<file path="config.mk">
export PLATFORM = sky130hd
export DESIGN_NAME = mec_ctrl
export DESIGN_NICKNAME = d
export VERILOG_FILES = /design/src/design/mec_pkg.sv /design/src/design/mec_ctrl.sv
export SDC_FILE = /design/constraint.sdc
export NUM_CORES = 1
export LEC_CHECK = 0
export BUFFER_PORTS_ARGS = -buffer_cell sky130_fd_sc_hd__buf_4
export CORE_ASPECT_RATIO = 0.75
export CORE_MARGIN = 8
export CORE_UTILIZATION = 25
export DETAILED_ROUTE_END_ITERATION = 6
export PLACE_DENSITY = 0.5
export SKIP_CTS_REPAIR_TIMING = 1
export SLEW_MARGIN = 15
export SYNTH_ARGS = -nofsm -noshare
export SYNTH_HDL_FRONTEND = slang
export SYNTH_SLANG_ARGS = --single-unit
</file>
<file path="constraint.sdc">
create_clock -name clk -period 1.6 [get_ports clk]
set_input_delay 0.24 -clock clk [delete_from_list [all_inputs] [get_ports clk]]
set_output_delay 0.24 -clock clk [all_outputs]
set_load 0.01 [all_outputs]
</file>
<file path="src/design/mec_pkg.sv">
// shared types, widths and fixed-point constants for the escape counter
`default_nettype none

package mec_pkg;

  localparam int C_W            = 32;
  localparam int FRAC_BITS      = 28;
  localparam int DEF_ITER_WIDTH = 16;
  localparam int MAX_ITER_RESET = 256;

  // operand magnitudes stay below 256.0, so eight integer bits are enough
  localparam int MAG_W  = FRAC_BITS + 8;
  localparam int HALF_W = MAG_W / 2;
  localparam int HI_W   = MAG_W - HALF_W;
  localparam int PP_W   = MAG_W + HI_W;
  localparam int PROD_W = 2 * MAG_W;
  localparam int VAL_W  = PROD_W - FRAC_BITS + 2;

  localparam logic signed [VAL_W-1:0] FIX_ONE       = VAL_W'(1) << FRAC_BITS;
  localparam logic signed [VAL_W-1:0] FIX_FOUR      = VAL_W'(4) << FRAC_BITS;
  localparam logic signed [VAL_W-1:0] FIX_QUARTER   = VAL_W'(1) << (FRAC_BITS - 2);
  localparam logic signed [VAL_W-1:0] FIX_SIXTEENTH = VAL_W'(1) << (FRAC_BITS - 4);

  typedef enum logic [1:0] {
    MS_CARD_SQ,
    MS_CARD_PROD,
    MS_ITER
  } mul_sel_t;

  typedef struct packed {
    logic     load_pt;
    logic     mul_start;
    mul_sel_t mul_sel;
    logic     card_sum;
    logic     n_to_max;
    logic     loop_init;
    logic     iter_step;
    logic     out_load;
  } mec_cmd_t;

  typedef struct packed {
    logic mul_done;
    logic in_set;
    logic keep_going;
  } mec_sts_t;

endpackage

`default_nettype wire

</file>
<file path="src/design/mec_ctrl.sv">
// escape counter controller state machine
`default_nettype none

module mec_ctrl import mec_pkg::*; (
  input  logic     clk,
  input  logic     rst,
  input  logic     in_valid,
  output logic     in_ready,
  output logic     out_valid,
  input  logic     out_ready,
  output mec_cmd_t cmd,
  input  mec_sts_t sts
);

  typedef enum logic [3:0] {
    IDLE,
    CARD_SQ,
    CARD_SQ_WAIT,
    CARD_SUM,
    CARD_PROD,
    CARD_PROD_WAIT,
    CARD_CHECK,
    ITER_MUL,
    ITER_WAIT,
    ITER_TEST,
    FINISH
  } state_t;

  state_t state;
  state_t state_next;

  assign in_ready = (state == IDLE);

  always_comb begin
    cmd        = '0;
    cmd.mul_sel = MS_ITER;
    state_next = state;
    case (state)
      IDLE: begin
        if (in_valid) begin
          cmd.load_pt = 1'b1;
          state_next  = CARD_SQ;
        end
      end
      CARD_SQ: begin
        cmd.mul_start = 1'b1;
        cmd.mul_sel   = MS_CARD_SQ;
        state_next    = CARD_SQ_WAIT;
      end
      CARD_SQ_WAIT: begin
        if (sts.mul_done) begin
          state_next = CARD_SUM;
        end
      end
      CARD_SUM: begin
        cmd.card_sum = 1'b1;
        state_next   = CARD_PROD;
      end
      CARD_PROD: begin
        cmd.mul_start = 1'b1;
        cmd.mul_sel   = MS_CARD_PROD;
        state_next    = CARD_PROD_WAIT;
      end
      CARD_PROD_WAIT: begin
        if (sts.mul_done) begin
          state_next = CARD_CHECK;
        end
      end
      CARD_CHECK: begin
        if (sts.in_set) begin
          cmd.n_to_max = 1'b1;
          state_next   = FINISH;
        end else begin
          cmd.loop_init = 1'b1;
          state_next    = ITER_MUL;
        end
      end
      ITER_MUL: begin
        cmd.mul_start = 1'b1;
        cmd.mul_sel   = MS_ITER;
        state_next    = ITER_WAIT;
      end
      ITER_WAIT: begin
        if (sts.mul_done) begin
          state_next = ITER_TEST;
        end
      end
      ITER_TEST: begin
        if (sts.keep_going) begin
          cmd.iter_step = 1'b1;
          state_next    = ITER_MUL;
        end else begin
          state_next = FINISH;
        end
      end
      FINISH: begin
        if (!out_valid || out_ready) begin
          cmd.out_load = 1'b1;
          state_next   = IDLE;
        end
      end
      default: begin
        state_next = IDLE;
      end
    endcase
  end

  always_ff @(posedge clk) begin
    if (rst) begin
      state     <= IDLE;
      out_valid <= 1'b0;
    end else begin
      state <= state_next;
      if (cmd.out_load) begin
        out_valid <= 1'b1;
      end else if (out_ready) begin
        out_valid <= 1'b0;
      end
    end
  end

endmodule

`default_nettype wire

</file>
==> reports/metrics.yaml, run 1 <==
outcome:
  outcome: "finished, final reports clean"
die:
  die_w_um: 65.29
  die_area_sq_um: 3458
  core-area_sq_um: 1724
  die_h_um: 52.97
  start_util_pct: 26.42
  rows: 13
  pin_count: 18
placement:
  dp_hpwl_um: 956.1
  place_congestion: 0.6791
  io_buffers: 17
  placed_cell_area_sq_um: 599.3
synth:
  synthTopCellsByArea: "dfxtp_1 22%, mux2i_1 6.6%, nand2b_1 5.5%, o21ai_0 5.5%, nor2_1 4.1%"
  avgSynthCellArea_sq_um: 7.466
  synth_cell_types: 31
  syn_nets: 68
  synth_cells: 61
  synth_top_area_share_pct: 21.98
  yosys_most_used_dff: "dfxtp_1"
  ys_ff_latch: 5
  yosysWarningCount: 0
  async_flop_share_pct: 0
  synth_area_sq_um: 455.4
  synth_area_leader_cell: "dfxtp_1"
  yosysSeqAreaShare_pct: 21.98
  synth-edff-count: 0
critical_path:
  worst_ep_required_time_ns: 1.36
  crit_fanout: 14
  critical_path.startpoint: "state[1]$_SDFFE_PP0P_"
  path_class: "flip-flop to primary output"
  start_kind: "flip-flop"
  arrival_ns: 1.29
  endpoint_kind: "primary output"
  rr_startpoint: "state[0]$_SDFFE_PP0P_"
global_routing:
  grt_max_degree: 17
  grt_usage_pct: 7.363
  antenna_found_initial: 0
  overflow: 0
  grt_pass1_vias: 468
  grt_pass1_wl_um: 2056
route:
  routed_wirelength_um: 1285
  drc_errors: 0
  dr.pass1.iters: 4
  drt_iter0_markers: 4
  routedWlPerCell_um: 12.60
  vias: 494
  vias_per_cell: 4.843
  ant_nets: 0
clock_tree:
  clk_pin_slew_ns: 0.04
  htree_levels: 1
  cts.sinks: 5
  clock_latency_ns: 0.24
  root_buffer: "clkbuf_4"
  cts_tree: "yes"
  numCtsBuffers: 3
  clk_path_buf_depth: 2
sta:
  fmax_mhz: 654.8
  setup_viol: 0
  fin_crit_sh_pct: 95.44
  tightestPinTransition_ns: 0.2491
  clock_skew_ns: 0.001066
  finalHoldViolCount: 0
  period_minus_slack_ns: 1.527
  rsz0062_at_grt: "false"
  slew-limit-headroom_pct: 83.16
  holdWs_ns: 0.2023
  drv_slew: 0
layout:
  fillers: 204
  nets: 88
  area_delta_synth_final_pct: 40.38
  multi_input_comb_area_sq_um: 320.3
  fin_area_sq_um: 639.4
  drive_gt1_share_pct: 35.00
  antenna_cells: 0
  regArea_sq_um: 107.6
power_and_ir_drop:
  p_leak_nw: 0.2587
  vdd.ir_drop.worst_uv: 678.4
  pwr_density_cell_nw_per_um2: 1529
hold_path:
  min_path_type: "primary input to flip-flop"
  hold_start: "rst"
flow_run:
  maxCapViolCount: 0
-- cell usage in the layout, fill, tap and decap left out, types with 3 or more instances in the layout --
master	synthesis	layout
a21oi_1	3	3
buf_4	1	20
clkbuf_4	0	3
dfxtp_2	0	3
mux2i_1	3	3
nand2_1	4	4
nand2b_1	4	4
nor2_1	5	5
nor3_1	3	3
o21ai_0	5	5
-- layer usage --
layer	global-route usage, %	up-vias	share of wire, %
met5	0	-	0
met4	2.166	0	0
met3	3.579	0	6.3
met2	11.75	12	48
met1	8.582	220	46
li1	-	262	-
-- registers in the layout (all words and copies together) (netlist names) --
| register | cells |
|---|---|
| out_valid | 1 |
| state | 4 |
-- cell usage after synthesis (2+ instances only) --
cell and instances:
a21oi_1 3, a2bb2oi_1 2, buf_2 3, dfxtp_1 5, inv_1 2, mux2i_1 3
nand2_1 4, nand2b_1 4, nor2_1 5, nor2b_1 2, nor3_1 3, o21ai_0 5
xnor2_1 2
-- power breakdown --
group          internal, mW  switching, mW
clock network        0.0942         0.0500
registers             0.167         0.0943
logic                 0.316          0.256
total                 0.577          0.401
-- worst max-delay path, stage by stage (launching register included) --
cell,delay [ns]
dfxtp_2,0.41
buf_4,0.22
nor4b_1,0.25
buf_4,0.17
-- final timing paths --
kind,end,slack [ns],depth (start not counted)
max,cmd[2],0.07,3
min,state[3]$_SDFFE_PP0P_,0.20,2
max reg2reg,state[1]$_SDFFE_PP0P_,0.30,4
min reg2reg,out_valid$_SDFFE_PP0P_,0.54,2
-- kinds of logic after synthesis --
family                    synth area share, %
and+or+nand+nor                         35.44
xor gates and xnor gates                3.847
muxes                                   6.594
DFF                                     21.98
AOI/OAI and AO/OA                       23.08
buffers and inverters                   9.066
-- metrics by stage --
stage | setup TNS (ns) | worst slack [ns] | util [%] | power, mW | std cells
6_report | 0 | 0.07291 | 37.08 | 0.9779 | 102
2_1_floorplan | 0 | 0.1159 | - | 0.6330 | 61
4_1_cts | -0.3800 | -0.1034 | 36.28 | 0.9713 | 102
3_5_place_dp | 0 | 0.1259 | 34.76 | 0.8229 | 98
3_3_place_gp | 0 | 0.1803 | 34.76 | 0.8197 | 98
5_1_grt | 0 | 0.003662 | 37.08 | 1.069 | 102
-- area by class of cell --
class | count | area share (%)
Clock buffer | 4 | 4.110
Sequential cell | 5 | 16.83
Tap cell | 22 | 4.305
Inverter | 2 | 1.174
Multi-Input combinational cell | 49 | 50.10
Timing Repair Buffer | 20 | 23.48
(Power assumes the default switching activity.)
==> inputs of run 2 (changes only) <==
--- a/config.mk
+++ b/config.mk
@@ -11,6 +11,7 @@
 export CORE_UTILIZATION = 25
 export DETAILED_ROUTE_END_ITERATION = 6
 export PLACE_DENSITY = 0.5
+export RECOVER_POWER = 25
 export SKIP_CTS_REPAIR_TIMING = 1
 export SLEW_MARGIN = 15
 export SYNTH_ARGS = -nofsm -noshare
==> run 2 against run 1 <==
- die area did not move
- count of clock-buffer cells in the layout did not move
- sequential share of layout area rose by 0.099 points
- wire length fell by 0.31%
- non-clock buffer count did not move
- core utilization fell by 0.22 points
- highest routed layer unchanged
- register-to-register slack barely moved
- worst setup slack barely moved
- clock power barely moved
- via count rose by 0.20%
- global-route usage did not move
==> reports/metrics.yaml, run 2 (synthesized netlist as in run 1, its figures left out) <==
clock_tree:
  clock_latency_ns: 0.24  # about the same
  clk_path_buf_depth: 2  # unchanged
  htree_levels: 1  # unchanged
  cts_tree: "yes"
  clk_pin_slew_ns: 0.04  # about the same
  cts.sinks: 5  # unchanged
  numCtsBuffers: 3  # unchanged
  root_buffer: "clkbuf_4"
sta:
  holdWs_ns: 0.2013  # -0.0009990 ns
  setup_tns_ns: 0  # unchanged
  finalHoldViolCount: 0  # unchanged
  setup_viol: 0  # unchanged
  drv_slew: 0  # unchanged
  fmax_mhz: 654.9  # about the same
  fin_crit_sh_pct: 95.43  # about the same
  rsz0062_at_grt: "false"
  tightestPinTransition_ns: 0.2491  # unchanged
  slew-limit-headroom_pct: 83.16  # unchanged
  clock_skew_ns: 0.001701  # +0.0006347 ns
  period_minus_slack_ns: 1.527  # -0.0001934 ns
route:
  dr.pass1.iters: 4  # unchanged
  drc_errors: 0  # unchanged
  ant_nets: 0  # unchanged
  routedWlPerCell_um: 12.56  # -0.31%
  drt_iter0_markers: 4  # unchanged
  routed_wirelength_um: 1281  # -0.31%
  vias: 495  # +0.20%
  vias_per_cell: 4.853  # +0.20%
layout:
  reg_top3: "state: 4 flops, out_valid: 1 flops"
  fin_area_sq_um: 635.6  # -0.59%
  largest-register: "state"
  final_cells: 102  # unchanged
  final_cell_mix: "19 x buf_4, 5 x nor2_1, 5 x o21ai_0"
  drive_gt1_share_pct: 33.75  # -1.2 points
  area_delta_synth_final_pct: 39.56
  multi_input_comb_area_sq_um: 320.3  # unchanged
  antenna_cells: 0  # unchanged
  regArea_sq_um: 107.6  # unchanged
  nets: 88  # unchanged
  largest_reg_flops: 4  # unchanged
  layout_commonest_cell: "buf_4"
  fillers: 206  # +0.98%
die:
  die_w_um: 65.29  # unchanged
  die_h_um: 52.97  # unchanged
  start_util_pct: 26.42  # unchanged
  pin_count: 18  # unchanged
  rows: 13  # unchanged
  die_area_sq_um: 3458  # unchanged
  core-area_sq_um: 1724  # unchanged
global_routing:
  grt_max_degree: 17  # unchanged
  grt_pass1_wl_um: 2056  # unchanged
  overflow: 0  # unchanged
  met2_usage_pct: 11.75  # unchanged
  grt_pass1_vias: 468  # unchanged
  top_usage_layer: "met2"
  antenna_found_initial: 0  # unchanged
  use_met1_pct: 8.582  # unchanged
  grtUsageMet3_pct: 3.579  # unchanged
  grt_usage_pct: 7.363  # unchanged
placement:
  place_congestion: 0.6791  # unchanged
  io_buffers: 17  # unchanged
  dp_hpwl_um: 956.1  # unchanged
  placed_cell_area_sq_um: 599.3  # unchanged
  place_inst: 98  # unchanged
flow_run:
  maxCapViolCount: 0  # unchanged
critical_path:
  ff2ff_setup_slack_ns: 0.30  # about the same
  critPathMostFrequentCell: "buf_4"
  arrival_ns: 1.29  # about the same
  ff2ff_path_depth: 4  # unchanged
  critical_path.startpoint: "state[1]$_SDFFE_PP0P_"
  slowest_stage: "dfxtp_2"
  cp-endpoint: "cmd[2]"
  worst_ep_required_time_ns: 1.36  # about the same
  reg2reg_to: "state[1]$_SDFFE_PP0P_"
  path_cells: "buf_4 -> nor4b_1 -> buf_4"
  rr_startpoint: "state[0]$_SDFFE_PP0P_"
  crit_fanout: 14  # unchanged
  cp_slowest_stage_delay_ns: 0.41  # about the same
  start_kind: "flip-flop"
  path_class: "flip-flop to primary output"
  endpoint_kind: "primary output"
power_and_ir_drop:
  p_total_mw: 0.9770  # about the same
  vdd.ir_drop.worst_uv: 677.8  # about the same
  p_leak_nw: 0.2544  # -1.7%
  pwr_density_cell_nw_per_um2: 1537  # +0.50%
outcome:
  outcome: "finished, final reports clean"
hold_path:
  min_path_type: "primary input to flip-flop"
[run 2: changes by cell type in the layout (fill, tap and decap cells not counted), sizes merged]
cell,change
clkbuf,+1
buf,-1
[run 2: metal layers]
metal  vias to the layer above  part of all wire [%]
li1                        262                     -
met1                       221                    46
met2                        12                    48
met3                         0                   6.3
met4                         0                     0
met5                         -                     0
[run 2: critical path, delay by kind of cell, from the launching register on]
family                 cells  cell delay, ns
buffers and inverters      2            0.39
DFF                        1            0.41
and+or+nand+nor            1            0.25
[run 2: where the power goes]
part,internal (mW),switching [mW],total (mW)
clock network,0.0941,0.0494,0.144
registers,0.167,0.0943,0.262
logic,0.315,0.256,0.572
total,0.577,0.400,0.977
[run 2: worst min path at each step]
stage | startpoint | to | slack [ns] | cells after the start
2_1_floorplan | rst | out_valid$_SDFFE_PP0P_ | 0.31 | 1
3_3_place_gp | rst | state[3]$_SDFFE_PP0P_ | 0.45 | 2
3_5_place_dp | rst | state[3]$_SDFFE_PP0P_ | 0.45 | 2
4_1_cts | rst | state[3]$_SDFFE_PP0P_ | 0.19 | 2
5_1_grt | rst | state[3]$_SDFFE_PP0P_ | 0.19 | 2
6_report | rst | state[2]$_SDFFE_PP0P_ | 0.20 | 2
[run 2: layout make-up]
class                           instances  share of cell area, %
Sequential cell                         5                  16.93
Timing Repair Buffer                   20                  23.03
Tap cell                               22                  4.331
Inverter                                2                  1.181
Clock buffer                            4                  4.134
Multi-Input combinational cell         49                  50.39
[run 2: stage by stage]
step / worst slack, ns / util [%]
finish: 0.07311 / 36.86
global route: 0.003662 / 36.86
CTS: -0.1034 / 36.28
detailed placement: 0.1259 / 34.76
global placement: 0.1803 / 34.76
floorplan: 0.1159 / -
